`config.mk`:
```
export PLATFORM = sky130hd
export DESIGN_NAME = socket_port_demux_table
export DESIGN_NICKNAME = d
export VERILOG_FILES = /design/src/rtl/spdt_pkg.sv /design/src/rtl/spdt_cell.sv /design/src/rtl/socket_port_demux_table.sv
export SDC_FILE = /design/constraint.sdc
export NUM_CORES = 2
export LEC_CHECK = 0
export BUFFER_PORTS_ARGS = -buffer_cell sky130_fd_sc_hd__buf_2
export CORE_UTILIZATION = 46
export DETAILED_ROUTE_END_ITERATION = 16
export GPL_TIMING_DRIVEN = 0
export PLACE_DENSITY = 0.62
export SYNTH_ARGS = -nofsm -noshare
export SYNTH_HDL_FRONTEND = slang
export SYNTH_SLANG_ARGS = --single-unit
```
`constraint.sdc`:
```
create_clock -name aclk -period 6 [get_ports aclk]
set_clock_uncertainty 0.05 [all_clocks]
set_input_delay 0 -clock aclk [delete_from_list [all_inputs] [get_ports aclk]]
set_output_delay 0 -clock aclk [all_outputs]
set_load 0.03 [all_outputs]
```
`src/rtl/spdt_pkg.sv`:
```
// Shared types, codes and defaults for the socket port demultiplexer.
`timescale 1ns / 1ps

package spdt_pkg;

    // default number of slots in each port table
    localparam int SPDT_SLOTS = 16;

    // request kinds
    localparam logic [1:0] REQ_CLASSIFY = 2'd0;
    localparam logic [1:0] REQ_ADD      = 2'd1;
    localparam logic [1:0] REQ_REMOVE   = 2'd2;

    // table selectors for add
    localparam logic [1:0] SEL_UDP = 2'd0;
    localparam logic [1:0] SEL_LIS = 2'd1;
    localparam logic [1:0] SEL_CON = 2'd2;

    // IP protocol numbers
    localparam logic [7:0] PROTO_TCP = 8'd6;
    localparam logic [7:0] PROTO_UDP = 8'd17;

    // result status codes
    localparam logic [2:0] STAT_DELIVER = 3'd0;
    localparam logic [2:0] STAT_DEFAULT = 3'd1;
    localparam logic [2:0] STAT_DISCARD = 3'd2;
    localparam logic [2:0] STAT_OK      = 3'd3;
    localparam logic [2:0] STAT_FAIL    = 3'd4;

    // controller states
    typedef enum logic [1:0] {
        S_IDLE,
        S_SCAN,
        S_FIN
    } state_t;

    // search token that walks the cell chain, one cell per cycle
    typedef struct packed {
        logic       valid;
        logic [1:0] req;
        logic [7:0] proto;
        logic [15:0] dport;
        logic [15:0] sport;
        logic [1:0] sel;
        logic [7:0] id;
        // first port matches seen so far
        logic       udp_hit;
        logic [7:0] udp_id;
        logic       lis_hit;
        logic [7:0] lis_id;
        logic       con_hit;
        logic [7:0] con_id;
        // a free slot has been claimed upstream
        logic       udp_free;
        logic       lis_free;
        logic       con_free;
        // a handle match for remove has been claimed upstream
        logic       udp_rm;
        logic       lis_rm;
        logic       con_rm;
    } token_t;

    // table update broadcast to every cell at the end of a pass
    typedef struct packed {
        logic       add_udp;
        logic       add_lis;
        logic       add_con;
        logic       rm_udp;
        logic       rm_lis;
        logic       rm_con;
        logic [7:0] id;
        logic [15:0] local_port;
        logic [15:0] remote_port;
    } commit_t;

endpackage

```
`src/rtl/spdt_cell.sv`:
```
// One slot of each port table plus one stage of the search token chain.
`timescale 1ns / 1ps

module spdt_cell (
    input  logic             aclk,
    input  logic             aresetn,
    input  spdt_pkg::token_t tok_in,
    output spdt_pkg::token_t tok_out,
    input  spdt_pkg::commit_t commit
);
    import spdt_pkg::*;

    // slot contents
    logic        uv_reg, lv_reg, cv_reg;
    logic [7:0]  uid_reg, lid_reg, cid_reg;
    logic [15:0] ul_reg, ll_reg, cl_reg, cr_reg;

    // marks left by the last pass: this cell is the chosen slot
    logic        mk_ufree_reg, mk_lfree_reg, mk_cfree_reg;
    logic        mk_urm_reg, mk_lrm_reg, mk_crm_reg;

    token_t tok_reg, tok_next;
    logic   u_match, l_match, c_match;
    logic   u_rm, l_rm, c_rm;
    logic   u_free, l_free, c_free;

    // compares against this slot
    always_comb begin
        u_match = uv_reg && (ul_reg == tok_in.dport) && !tok_in.udp_hit;
        l_match = lv_reg && (ll_reg == tok_in.dport) && !tok_in.lis_hit;
        c_match = cv_reg && (cl_reg == tok_in.dport) && (cr_reg == tok_in.sport)
                  && !tok_in.con_hit;
        u_rm    = uv_reg && (uid_reg == tok_in.id) && !tok_in.udp_rm;
        l_rm    = lv_reg && (lid_reg == tok_in.id) && !tok_in.lis_rm;
        c_rm    = cv_reg && (cid_reg == tok_in.id) && !tok_in.con_rm;
        u_free  = !uv_reg && !tok_in.udp_free;
        l_free  = !lv_reg && !tok_in.lis_free;
        c_free  = !cv_reg && !tok_in.con_free;
    end

    // token update
    always_comb begin
        tok_next = tok_in;
        if (u_match) begin
            tok_next.udp_hit = 1'b1;
            tok_next.udp_id  = uid_reg;
        end
        if (l_match) begin
            tok_next.lis_hit = 1'b1;
            tok_next.lis_id  = lid_reg;
        end
        if (c_match) begin
            tok_next.con_hit = 1'b1;
            tok_next.con_id  = cid_reg;
        end
        tok_next.udp_free = tok_in.udp_free | u_free;
        tok_next.lis_free = tok_in.lis_free | l_free;
        tok_next.con_free = tok_in.con_free | c_free;
        tok_next.udp_rm   = tok_in.udp_rm | u_rm;
        tok_next.lis_rm   = tok_in.lis_rm | l_rm;
        tok_next.con_rm   = tok_in.con_rm | c_rm;
    end

    // token stage
    always_ff @(posedge aclk) begin
        if (!aresetn) begin
            tok_reg <= '0;
        end else begin
            tok_reg <= tok_next;
        end
    end

    assign tok_out = tok_reg;

    // marks follow the token as it passes
    always_ff @(posedge aclk) begin
        if (!aresetn) begin
            mk_ufree_reg <= 1'b0;
            mk_lfree_reg <= 1'b0;
            mk_cfree_reg <= 1'b0;
            mk_urm_reg   <= 1'b0;
            mk_lrm_reg   <= 1'b0;
            mk_crm_reg   <= 1'b0;
        end else if (tok_in.valid) begin
            mk_ufree_reg <= u_free;
            mk_lfree_reg <= l_free;
            mk_cfree_reg <= c_free;
            mk_urm_reg   <= u_rm;
            mk_lrm_reg   <= l_rm;
            mk_crm_reg   <= c_rm;
        end
    end

    // valid bits: set on add, cleared on remove
    always_ff @(posedge aclk) begin
        if (!aresetn) begin
            uv_reg <= 1'b0;
            lv_reg <= 1'b0;
            cv_reg <= 1'b0;
        end else begin
            if (commit.add_udp && mk_ufree_reg) begin
                uv_reg <= 1'b1;
            end else if (commit.rm_udp && mk_urm_reg) begin
                uv_reg <= 1'b0;
            end
            if (commit.add_lis && mk_lfree_reg) begin
                lv_reg <= 1'b1;
            end else if (commit.rm_lis && mk_lrm_reg) begin
                lv_reg <= 1'b0;
            end
            if (commit.add_con && mk_cfree_reg) begin
                cv_reg <= 1'b1;
            end else if (commit.rm_con && mk_crm_reg) begin
                cv_reg <= 1'b0;
            end
        end
    end

    // slot payload
    always_ff @(posedge aclk) begin
        if (commit.add_udp && mk_ufree_reg) begin
            uid_reg <= commit.id;
            ul_reg  <= commit.local_port;
        end
        if (commit.add_lis && mk_lfree_reg) begin
            lid_reg <= commit.id;
            ll_reg  <= commit.local_port;
        end
        if (commit.add_con && mk_cfree_reg) begin
            cid_reg <= commit.id;
            cl_reg  <= commit.local_port;
            cr_reg  <= commit.remote_port;
        end
    end

endmodule

```
`src/rtl/socket_port_demux_table.sv`:
```
// Top level of the socket port demultiplexer: controller and chain of slot cells.
`timescale 1ns / 1ps

//  channel   dir  handshake                fields
//  s_        in   s_tvalid / s_tready      tuser: req_type, list_sel
//                                          tdata: protocol, dport, sport, socket_id
//  m_        out  m_tvalid / m_tready      tuser: status   tdata: target_id
//  cfg_      in   cfg_valid / cfg_ready    cfg_data: drop_udp
//
//  A result follows the accepting cycle in steps: the search token meets the first cell
//  in the accepting cycle and one more cell per cycle, then the finished token is latched,
//  then the tables are updated and the output register loaded once that register is free.
//  One word is in work at a time: a new word is taken only once the last has left S_FIN.
//  Reset empties all tables at once (valid bits) and clears drop_udp.
//  A stalled result holds in the output register; the next word is accepted meanwhile.

module socket_port_demux_table #(
    parameter int SLOTS = spdt_pkg::SPDT_SLOTS
) (
    input  logic        aclk,
    input  logic        aresetn,
    input  logic        s_tvalid,
    output logic        s_tready,
    input  logic [47:0] s_tdata,   // protocol[7:0], dport[23:8], sport[39:24],
                                   // socket_id[47:40]
    input  logic [3:0]  s_tuser,   // req_type[1:0], list_sel[3:2]
    output logic        m_tvalid,
    input  logic        m_tready,
    output logic [7:0]  m_tdata,   // target_id[7:0]
    output logic [2:0]  m_tuser,   // status[2:0]
    input  logic        cfg_valid,
    output logic        cfg_ready,
    input  logic        cfg_data
);
    import spdt_pkg::*;

    state_t  state_reg, state_next;
    token_t  tok [SLOTS+1];
    token_t  fin_reg;
    commit_t commit;
    logic    drop_udp_reg;
    logic    m_valid_reg;
    logic [2:0] m_status_reg;
    logic [7:0] m_target_reg;
    logic    in_acc, chain_done, out_free, fin_load, out_load;
    logic [2:0] res_status;
    logic [7:0] res_target;

    // config register
    assign cfg_ready = 1'b1;
    always_ff @(posedge aclk) begin
        if (!aresetn) begin
            drop_udp_reg <= 1'b0;
        end else if (cfg_valid) begin
            drop_udp_reg <= cfg_data;
        end
    end

    assign in_acc     = s_tvalid && s_tready;
    assign chain_done = tok[SLOTS].valid;
    assign out_free   = !m_valid_reg || m_tready;

    // token entering the first cell
    always_comb begin
        tok[0]       = '0;
        tok[0].valid = in_acc;
        tok[0].req   = s_tuser[1:0];
        tok[0].sel   = s_tuser[3:2];
        tok[0].proto = s_tdata[7:0];
        tok[0].dport = s_tdata[23:8];
        tok[0].sport = s_tdata[39:24];
        tok[0].id    = s_tdata[47:40];
    end

    // cell chain
    for (genvar g = 0; g < SLOTS; g++) begin : g_cell
        spdt_cell u_cell (
            .aclk    (aclk),
            .aresetn (aresetn),
            .tok_in  (tok[g]),
            .tok_out (tok[g+1]),
            .commit  (commit)
        );
    end

    // next state
    always_comb begin
        state_next = state_reg;
        case (state_reg)
            S_IDLE:  if (s_tvalid) state_next = S_SCAN;
            S_SCAN:  if (chain_done) state_next = S_FIN;
            S_FIN:   if (out_free) state_next = S_IDLE;
            default: state_next = S_IDLE;
        endcase
    end

    // controller outputs
    always_comb begin
        s_tready = 1'b0;
        fin_load = 1'b0;
        out_load = 1'b0;
        case (state_reg)
            S_IDLE:  s_tready = 1'b1;
            S_SCAN:  fin_load = chain_done;
            S_FIN:   out_load = out_free;
            default: s_tready = 1'b0;
        endcase
    end

    always_ff @(posedge aclk) begin
        if (!aresetn) begin
            state_reg <= S_IDLE;
        end else begin
            state_reg <= state_next;
        end
    end

    // finished token
    always_ff @(posedge aclk) begin
        if (fin_load) begin
            fin_reg <= tok[SLOTS];
        end
    end

    // result and table update from the finished token
    always_comb begin
        res_status = STAT_FAIL;
        res_target = 8'd0;
        commit             = '0;
        commit.id          = fin_reg.id;
        commit.local_port  = fin_reg.dport;
        commit.remote_port = fin_reg.sport;
        case (fin_reg.req)
            REQ_CLASSIFY: begin
                res_status = STAT_DEFAULT;
                if (fin_reg.proto == PROTO_UDP) begin
                    if (drop_udp_reg) begin
                        res_status = STAT_DISCARD;
                    end else if (fin_reg.udp_hit) begin
                        res_status = STAT_DELIVER;
                        res_target = fin_reg.udp_id;
                    end
                end else if (fin_reg.proto == PROTO_TCP) begin
                    if (fin_reg.con_hit) begin
                        res_status = STAT_DELIVER;
                        res_target = fin_reg.con_id;
                    end else if (fin_reg.lis_hit) begin
                        res_status = STAT_DELIVER;
                        res_target = fin_reg.lis_id;
                    end
                end
            end
            REQ_ADD: begin
                if (fin_reg.id != 8'd0) begin
                    case (fin_reg.sel)
                        SEL_UDP: commit.add_udp = fin_reg.udp_free && out_load;
                        SEL_LIS: commit.add_lis = fin_reg.lis_free && out_load;
                        SEL_CON: commit.add_con = fin_reg.con_free && out_load;
                        default: commit.add_udp = 1'b0;
                    endcase
                    if ((fin_reg.sel == SEL_UDP && fin_reg.udp_free) ||
                        (fin_reg.sel == SEL_LIS && fin_reg.lis_free) ||
                        (fin_reg.sel == SEL_CON && fin_reg.con_free)) begin
                        res_status = STAT_OK;
                    end
                end
            end
            REQ_REMOVE: begin
                if (fin_reg.id != 8'd0) begin
                    // listener first, then UDP, then connected
                    if (fin_reg.lis_rm) begin
                        commit.rm_lis = out_load;
                        res_status    = STAT_OK;
                    end else if (fin_reg.udp_rm) begin
                        commit.rm_udp = out_load;
                        res_status    = STAT_OK;
                    end else if (fin_reg.con_rm) begin
                        commit.rm_con = out_load;
                        res_status    = STAT_OK;
                    end
                end
            end
            default: res_status = STAT_FAIL;
        endcase
    end

    // output register
    always_ff @(posedge aclk) begin
        if (!aresetn) begin
            m_valid_reg <= 1'b0;
        end else if (out_load) begin
            m_valid_reg <= 1'b1;
        end else if (m_tready) begin
            m_valid_reg <= 1'b0;
        end
    end

    always_ff @(posedge aclk) begin
        if (out_load) begin
            m_status_reg <= res_status;
            m_target_reg <= res_target;
        end
    end

    assign m_tvalid = m_valid_reg;
    assign m_tuser  = m_status_reg;
    assign m_tdata  = m_target_reg;

`ifndef SYNTH
    // a token leaves the chain only while a scan is in progress
    a_done_in_scan: assert property (@(posedge aclk) disable iff (!aresetn)
        chain_done |-> state_reg == S_SCAN)
        else $error("token left the cell chain outside a scan");

    // an accepted word starts a scan
    a_acc_scan: assert property (@(posedge aclk) disable iff (!aresetn)
        in_acc |=> state_reg == S_SCAN)
        else $error("accepted word did not start a scan");

    // at most one table update per word
    a_commit_one: assert property (@(posedge aclk) disable iff (!aresetn)
        $onehot0({commit.add_udp, commit.add_lis, commit.add_con,
                  commit.rm_udp, commit.rm_lis, commit.rm_con}))
        else $error("more than one table update at once");

    // a delivered word names a socket, any other status names none
    a_target: assert property (@(posedge aclk) disable iff (!aresetn)
        m_tvalid |-> ((m_tuser == STAT_DELIVER) == (m_tdata != 8'd0)))
        else $error("target handle disagrees with status");

    // table updates happen only when the result is loaded
    a_commit_load: assert property (@(posedge aclk) disable iff (!aresetn)
        (commit.add_udp || commit.add_lis || commit.add_con ||
         commit.rm_udp || commit.rm_lis || commit.rm_con) |=> m_tvalid)
        else $error("table update without a result");
`endif

endmodule
```
* Word-level counts from Yosys, hierarchy flattened
Index checks and enable logic that the tools add are counted.
Word-level totals: register bits 3028
Operators by class: equal/unequal tests 123, muxes and demuxes 185, bitwise logic cells 90, reduce and logical (&&, ||, !) cells 594
Operators by type and width (count):
- $eq A16 B16 Y1 | 64
- $mux W9 | 48
- $eq A8 B8 Y1 | 48
- $logic_and A1 B1 Y1 | 350
- $logic_not A1 Y1 | 184
- $mux W1 | 114
- $reduce_bool A2 Y1 | 49
- $or A1 B1 Y1 | 90
- $mux W8 | 6
- $mux W3 | 11
- $pmux W3 S3 | 1
- $eq A8 B3 Y1 const B | 1
- $eq A8 B5 Y1 const B | 1
- $mux W2 | 4
- $reduce_bool A8 Y1 | 1
- $eq A2 B1 Y1 const B | 3
- $eq A2 B2 Y1 const B | 3
- $logic_not A2 Y1 | 3
- $pmux W2 S3 | 1
- $reduce_and A2 Y1 | 3
- $ne A2 B2 Y1 const B | 2
- $logic_or A1 B1 Y1 | 3
- $reduce_and A3 Y1 | 1
- $ne A2 B1 Y1 const B | 1

* Depth between registers and ports, before layout
word-level depth 11, mapped depth 8, depth with buffers taken out 6

* Modules after synthesis
A second synthesis with hierarchy kept.
Second synthesis, totals: cells, all modules 8640, area total of the unflattened synthesis 112286.4 um^2
By module, submodules not included:
- spdt_cell | instances 16, cells an instance 528, area an instance 6796.5 um^2
- socket_port_demux_table | instances 1, cells an instance 192, area an instance 3542.1 um^2

* Worst setup path before layout
No wires, ideal clock.
kind register to register, from register state_reg[0], to register fin_reg, in the netlist commit[0] (enable), library setup time 0.531 ns, arrival 4.004 ns, data required time 5.419 ns, slack 1.414 ns, stages on the path, launching flop included 3, buffers on the path 0, clock period less this slack 4.586 ns, cell sequence dfxtp_1 > nand2_1 > nor2_1
Between the ends: longest elaborated chain between the ends 2
RTL lines:
- start: declaration | line socket_port_demux_table.sv:37 | state_t state_reg, state_next;
- start signal: assignment | line socket_port_demux_table.sv:114 | state_reg <= state_next;
- $eq A2 B1 Y1 | line socket_port_demux_table.sv:102 | case (state_reg)
- $mux W1 | line socket_port_demux_table.sv:102
- via fin_load | line socket_port_demux_table.sv:45 | logic in_acc, chain_done, out_free, fin_load, out_load;
- end signal: assignment | line socket_port_demux_table.sv:121 | fin_reg <= tok[SLOTS];
- end: declaration | line socket_port_demux_table.sv:39 | token_t fin_reg;
The timed path passes the listed nets, and every way through them passes these cells. A chain may end at the register's enable or synchronous reset.

* Worst setup path in the final report
from register fin_reg, in the netlist commit[33], to register g_cell[12].u_cell.uid_reg[1] (enable)
Between the ends: longest elaborated chain between the ends 4
RTL lines:
- $reduce_bool A8 Y1 | line socket_port_demux_table.sv:154 | if (fin_reg.id != 8'd0) begin
- $mux W3 | line socket_port_demux_table.sv:154
- $mux W3 | line socket_port_demux_table.sv:133 | case (fin_reg.req)
- $logic_and A1 B1 Y1 | line spdt_cell.sv:121 | if (commit.add_udp && mk_ufree_reg) begin
- end signal: assignment | line spdt_cell.sv:122 | uid_reg <= commit.id;
- end: declaration | line spdt_cell.sv:15 | logic [7:0] uid_reg, lid_reg, cid_reg;
Every way passes these cells.

==> flow_summary.json <==
{
  "status": "finished with violations",
  "violations": "max-capacitance violations",
  "intPower_mw": 33.2,
  "cp.required_ns": 6.46,
  "worst_slew_pin_slew_ns": 1.50,
  "cp_max_fo": 25,
  "power.clock.fraction_pct": 46.5,
  "grt_pass1_wl_um": 440000,
  "die_area_mm2": 0.237,
  "cap_violations": 1,
  "synth_edf_count": 1504,
  "num_vias": 61300,
  "clkLatencyLatePin_ns": 0.96,
  "comb_power_share_pct": 1.4,
  "netSwitchingPower_mw": 8.44,
  "ant_nets": 0,
  "drv_slew": 0,
  "overflow": 0,
  "setup_viol": 0,
  "coreArea_mm2": 0.233,
  "clkSlewWorstSetupHoldPaths_ns": 0.06,
  "rows": 177,
  "drtIter0Drc": 5820,
  "worst_ep_arrival_time_ns": 5.27,
  "largest_reg_flops": 1376,
  "yosys_register_bits": 3028,
  "cts_buffers": 317,
  "ir_worst_vdd_mv": 0.334,
  "syn_area_mm2": 0.108,
  "cts_buffer_depth": 4,
  "first_global_vias": 61400,
  "rsz0062_at_grt": "false",
  "relSlewSlack_pct": 0.00938,
  "critPathKind": "flop to flop",
  "startpoint_type": "flop",
  "nNetsFinal": 8459,
  "p_total_mw": 41.6,
  "area_growth_pct": 17.1,
  "nFillCells": 18900,
  "clock.fmax_ghz": 0.208,
  "syn-num-nets": 7845,
  "holdBufCountCts": 112,
  "wl_per_cell_um": 26.3,
  "place.detailed.hpwl_um": 227000,
  "post-cts-setup-buffers": 0,
  "synth_area_leaders": "edfxtp_1, dfxtp_1, xor2_1, and2_1, xnor2_1",
  "ys_types": 63,
  "die_h_um": 487,
  "io-pin-count": 72,
  "cts_resized": 0,
  "post-route-drc-count": 0,
  "initial_core_util_pct": 46.4,
  "utilization_pct": 54.4,
  "gp_congestion": 0.875,
  "ys_seq_area_share_pct": 69.9,
  "async_flop_share_pct": 0,
  "clock-root-buffer": "clkbuf_16",
  "hold_viol_final": 0,
  "leakage_nw": 43.6,
  "drtPass1Iterations": 8,
  "synthCells": 7787,
  "min_period_over_period_pct": 80.1,
  "routed_wl_um": 310000,
  "avgSynthCellArea_um2": 13.9,
  "dpl.cell_count": 11100,
  "yosys_warnings": 0,
  "antenna_found_initial": 20,
  "synth_area_leader_cell": "edfxtp_1",
  "grt_start_max_net_pins": 34,
  "pwr-share-seq_pct": 52.0,
  "fp.dieW_um": 487,
  "grt_use_total_pct": 26.1,
  "power.density_mw_per_mm2": 328,
  "synth_ff_type": "dfxtp_1",
  "via_per_inst": 5.20,
  "io_buffers": 69,
  "stdcell_count": 11800,
  "switching_share_pct": 20.3,
  "yosysTopAreaCellShare_pct": 41.7,
  "critPathCaptureType": "flop",
  "clock_sinks": 3028,
  "holdCritPathClass": "primary input to flop",
  "cts_tree": "yes",
  "htreeDepth": 5,
  "min_period_ns": 4.81,
  "drive_gt1_share_pct": 8.71
}
[cell usage after synthesis (97+ instances only)]
master,n
a21oi_1,122
edfxtp_1,1504
xor2_1,811
mux2i_1,398
nand3_1,104
clkbuf_1,176
dfxtp_1,1524
inv_1,144
nor2_1,625
nor4_1,225
nand4_1,97
xnor2_1,469
and2_1,870
[power groups by stage]
stage / registers [mW] / clock network [mW] / logic [mW]
2_1_floorplan: 22.1 / 0 / 0.282
3_3_place_gp: 22.1 / 0 / 0.531
3_5_place_dp: 22.1 / 0 / 0.537
4_1_cts: 21.7 / 19.6 / 0.598
5_1_grt: 21.7 / 20.4 / 0.641
6_report: 21.7 / 19.4 / 0.602
[cell type report]
| class | instances | area (um2) | share of cell area [%] |
|---|---|---|---|
| Sequential cell | 3028 | 75700 | 59.7 |
| Clock inverter | 129 | 1200 | 0.943 |
| Clock buffer | 436 | 9080 | 7.16 |
| Inverter | 145 | 544 | 0.429 |
| Multi-Input combinational cell | 4409 | 31300 | 24.7 |
| Timing Repair Buffer | 295 | 4270 | 3.36 |
| Antenna cell | 14 | 35.0 | 0.0276 |
| Tap cell | 3132 | 3920 | 3.09 |
| Buffer | 205 | 823 | 0.649 |
[final timing paths]
path | to | slack, ns | depth (start not counted) | from
setup / recovery | g_cell[12].u_cell.uid_reg[1] | 1.19 | 8 | commit[33]
hold / removal | g_cell[0].u_cell.tok_out[32] | 0.08 | 5 | s_tdata[8]
setup reg to reg | g_cell[12].u_cell.uid_reg[1] | 1.19 | 8 | commit[33]
hold reg to reg | commit[28] | 0.33 | 0 | g_cell[15].u_cell.tok_out[71]
[metrics by stage]
stage | setup slack, ns | setup TNS [ns] | hold WS, ns | instance area [um2]
6_report | 1.19 | 0 | 0.0775 | 127000
5_1_grt | 1.05 | 0 | 0.0727 | 127000
4_1_cts | 1.17 | 0 | 0.0169 | 127000
3_5_place_dp | 1.21 | 0 | 0.162 | 115000
3_3_place_gp | -2.35 | -1713.79 | 0.160 | 113000
2_1_floorplan | 1.41 | 0 | 0.0717 | 108000
[worst max-delay path, cell delays in order (launching register included)]
cell and delay, ns:
edfxtp_1 0.95, buf_16 0.24, nor4_1 0.07, nand2_1 0.20, nand4b_1 0.25, nor4b_2 0.41
buf_6 0.23, clkbuf_1 0.75, and2_1 1.17
[cells by family (layout without fill, tap and decap cells)]
logic type,count (synthesis),after routing,share of synthesized area [%]
flip-flops,3028,3028,69.9
other,1,15,0.00346
multiplexers,398,398,3.68
AND/OR/NAND/NOR,2363,2363,12.5
XOR/XNOR,1280,1280,10.4
AO/OA/AOI/OAI,367,367,2.32
buffers and inverters,350,1210,1.26
[cell usage in the layout, fill, tap and decap left out, types with 11 or more instances in the layout]
| master | instances |
|---|---|
| a21boi_0 | 47 |
| nand2_1 | 85 |
| nor2_1 | 624 |
| nor2b_1 | 57 |
| buf_16 | 81 |
| nand3b_1 | 43 |
| diode_2 | 14 |
| dlygate4sd3_1 | 112 |
| buf_1 | 19 |
| and2_1 | 843 |
| xnor2_1 | 469 |
| o22ai_1 | 25 |
| clkbuf_8 | 47 |
| nand4_1 | 97 |
| nand2b_1 | 92 |
| and2_2 | 28 |
| mux2i_1 | 398 |
| edfxtp_1 | 1504 |
| buf_12 | 20 |
| or4_1 | 11 |
| o21a_1 | 84 |
| nand3_1 | 104 |
| dfxtp_1 | 1524 |
| and3_1 | 36 |
| nor4_4 | 38 |
| nor3_1 | 47 |
| clkinv_2 | 63 |
| a2111oi_0 | 14 |
| clkbuf_16 | 329 |
| a21oi_1 | 122 |
| xor2_1 | 811 |
| clkbuf_1 | 237 |
| buf_2 | 73 |
| bufinv_16 | 19 |
| nor4_1 | 224 |
| clkinv_1 | 23 |
| inv_1 | 144 |
[routing by layer]
| metal | share of wire (%) | track usage [%] | up-vias |
|---|---|---|---|
| li1 | - | - | 28200 |
| met1 | 42 | 34.4 | 30600 |
| met2 | 49 | 44.0 | 2035 |
| met3 | 5.7 | 3.42 | 487 |
| met4 | 3.4 | 8.89 | 0 |
| met5 | 0 | 0 | - |
Power figures use the tool's default switching activity.
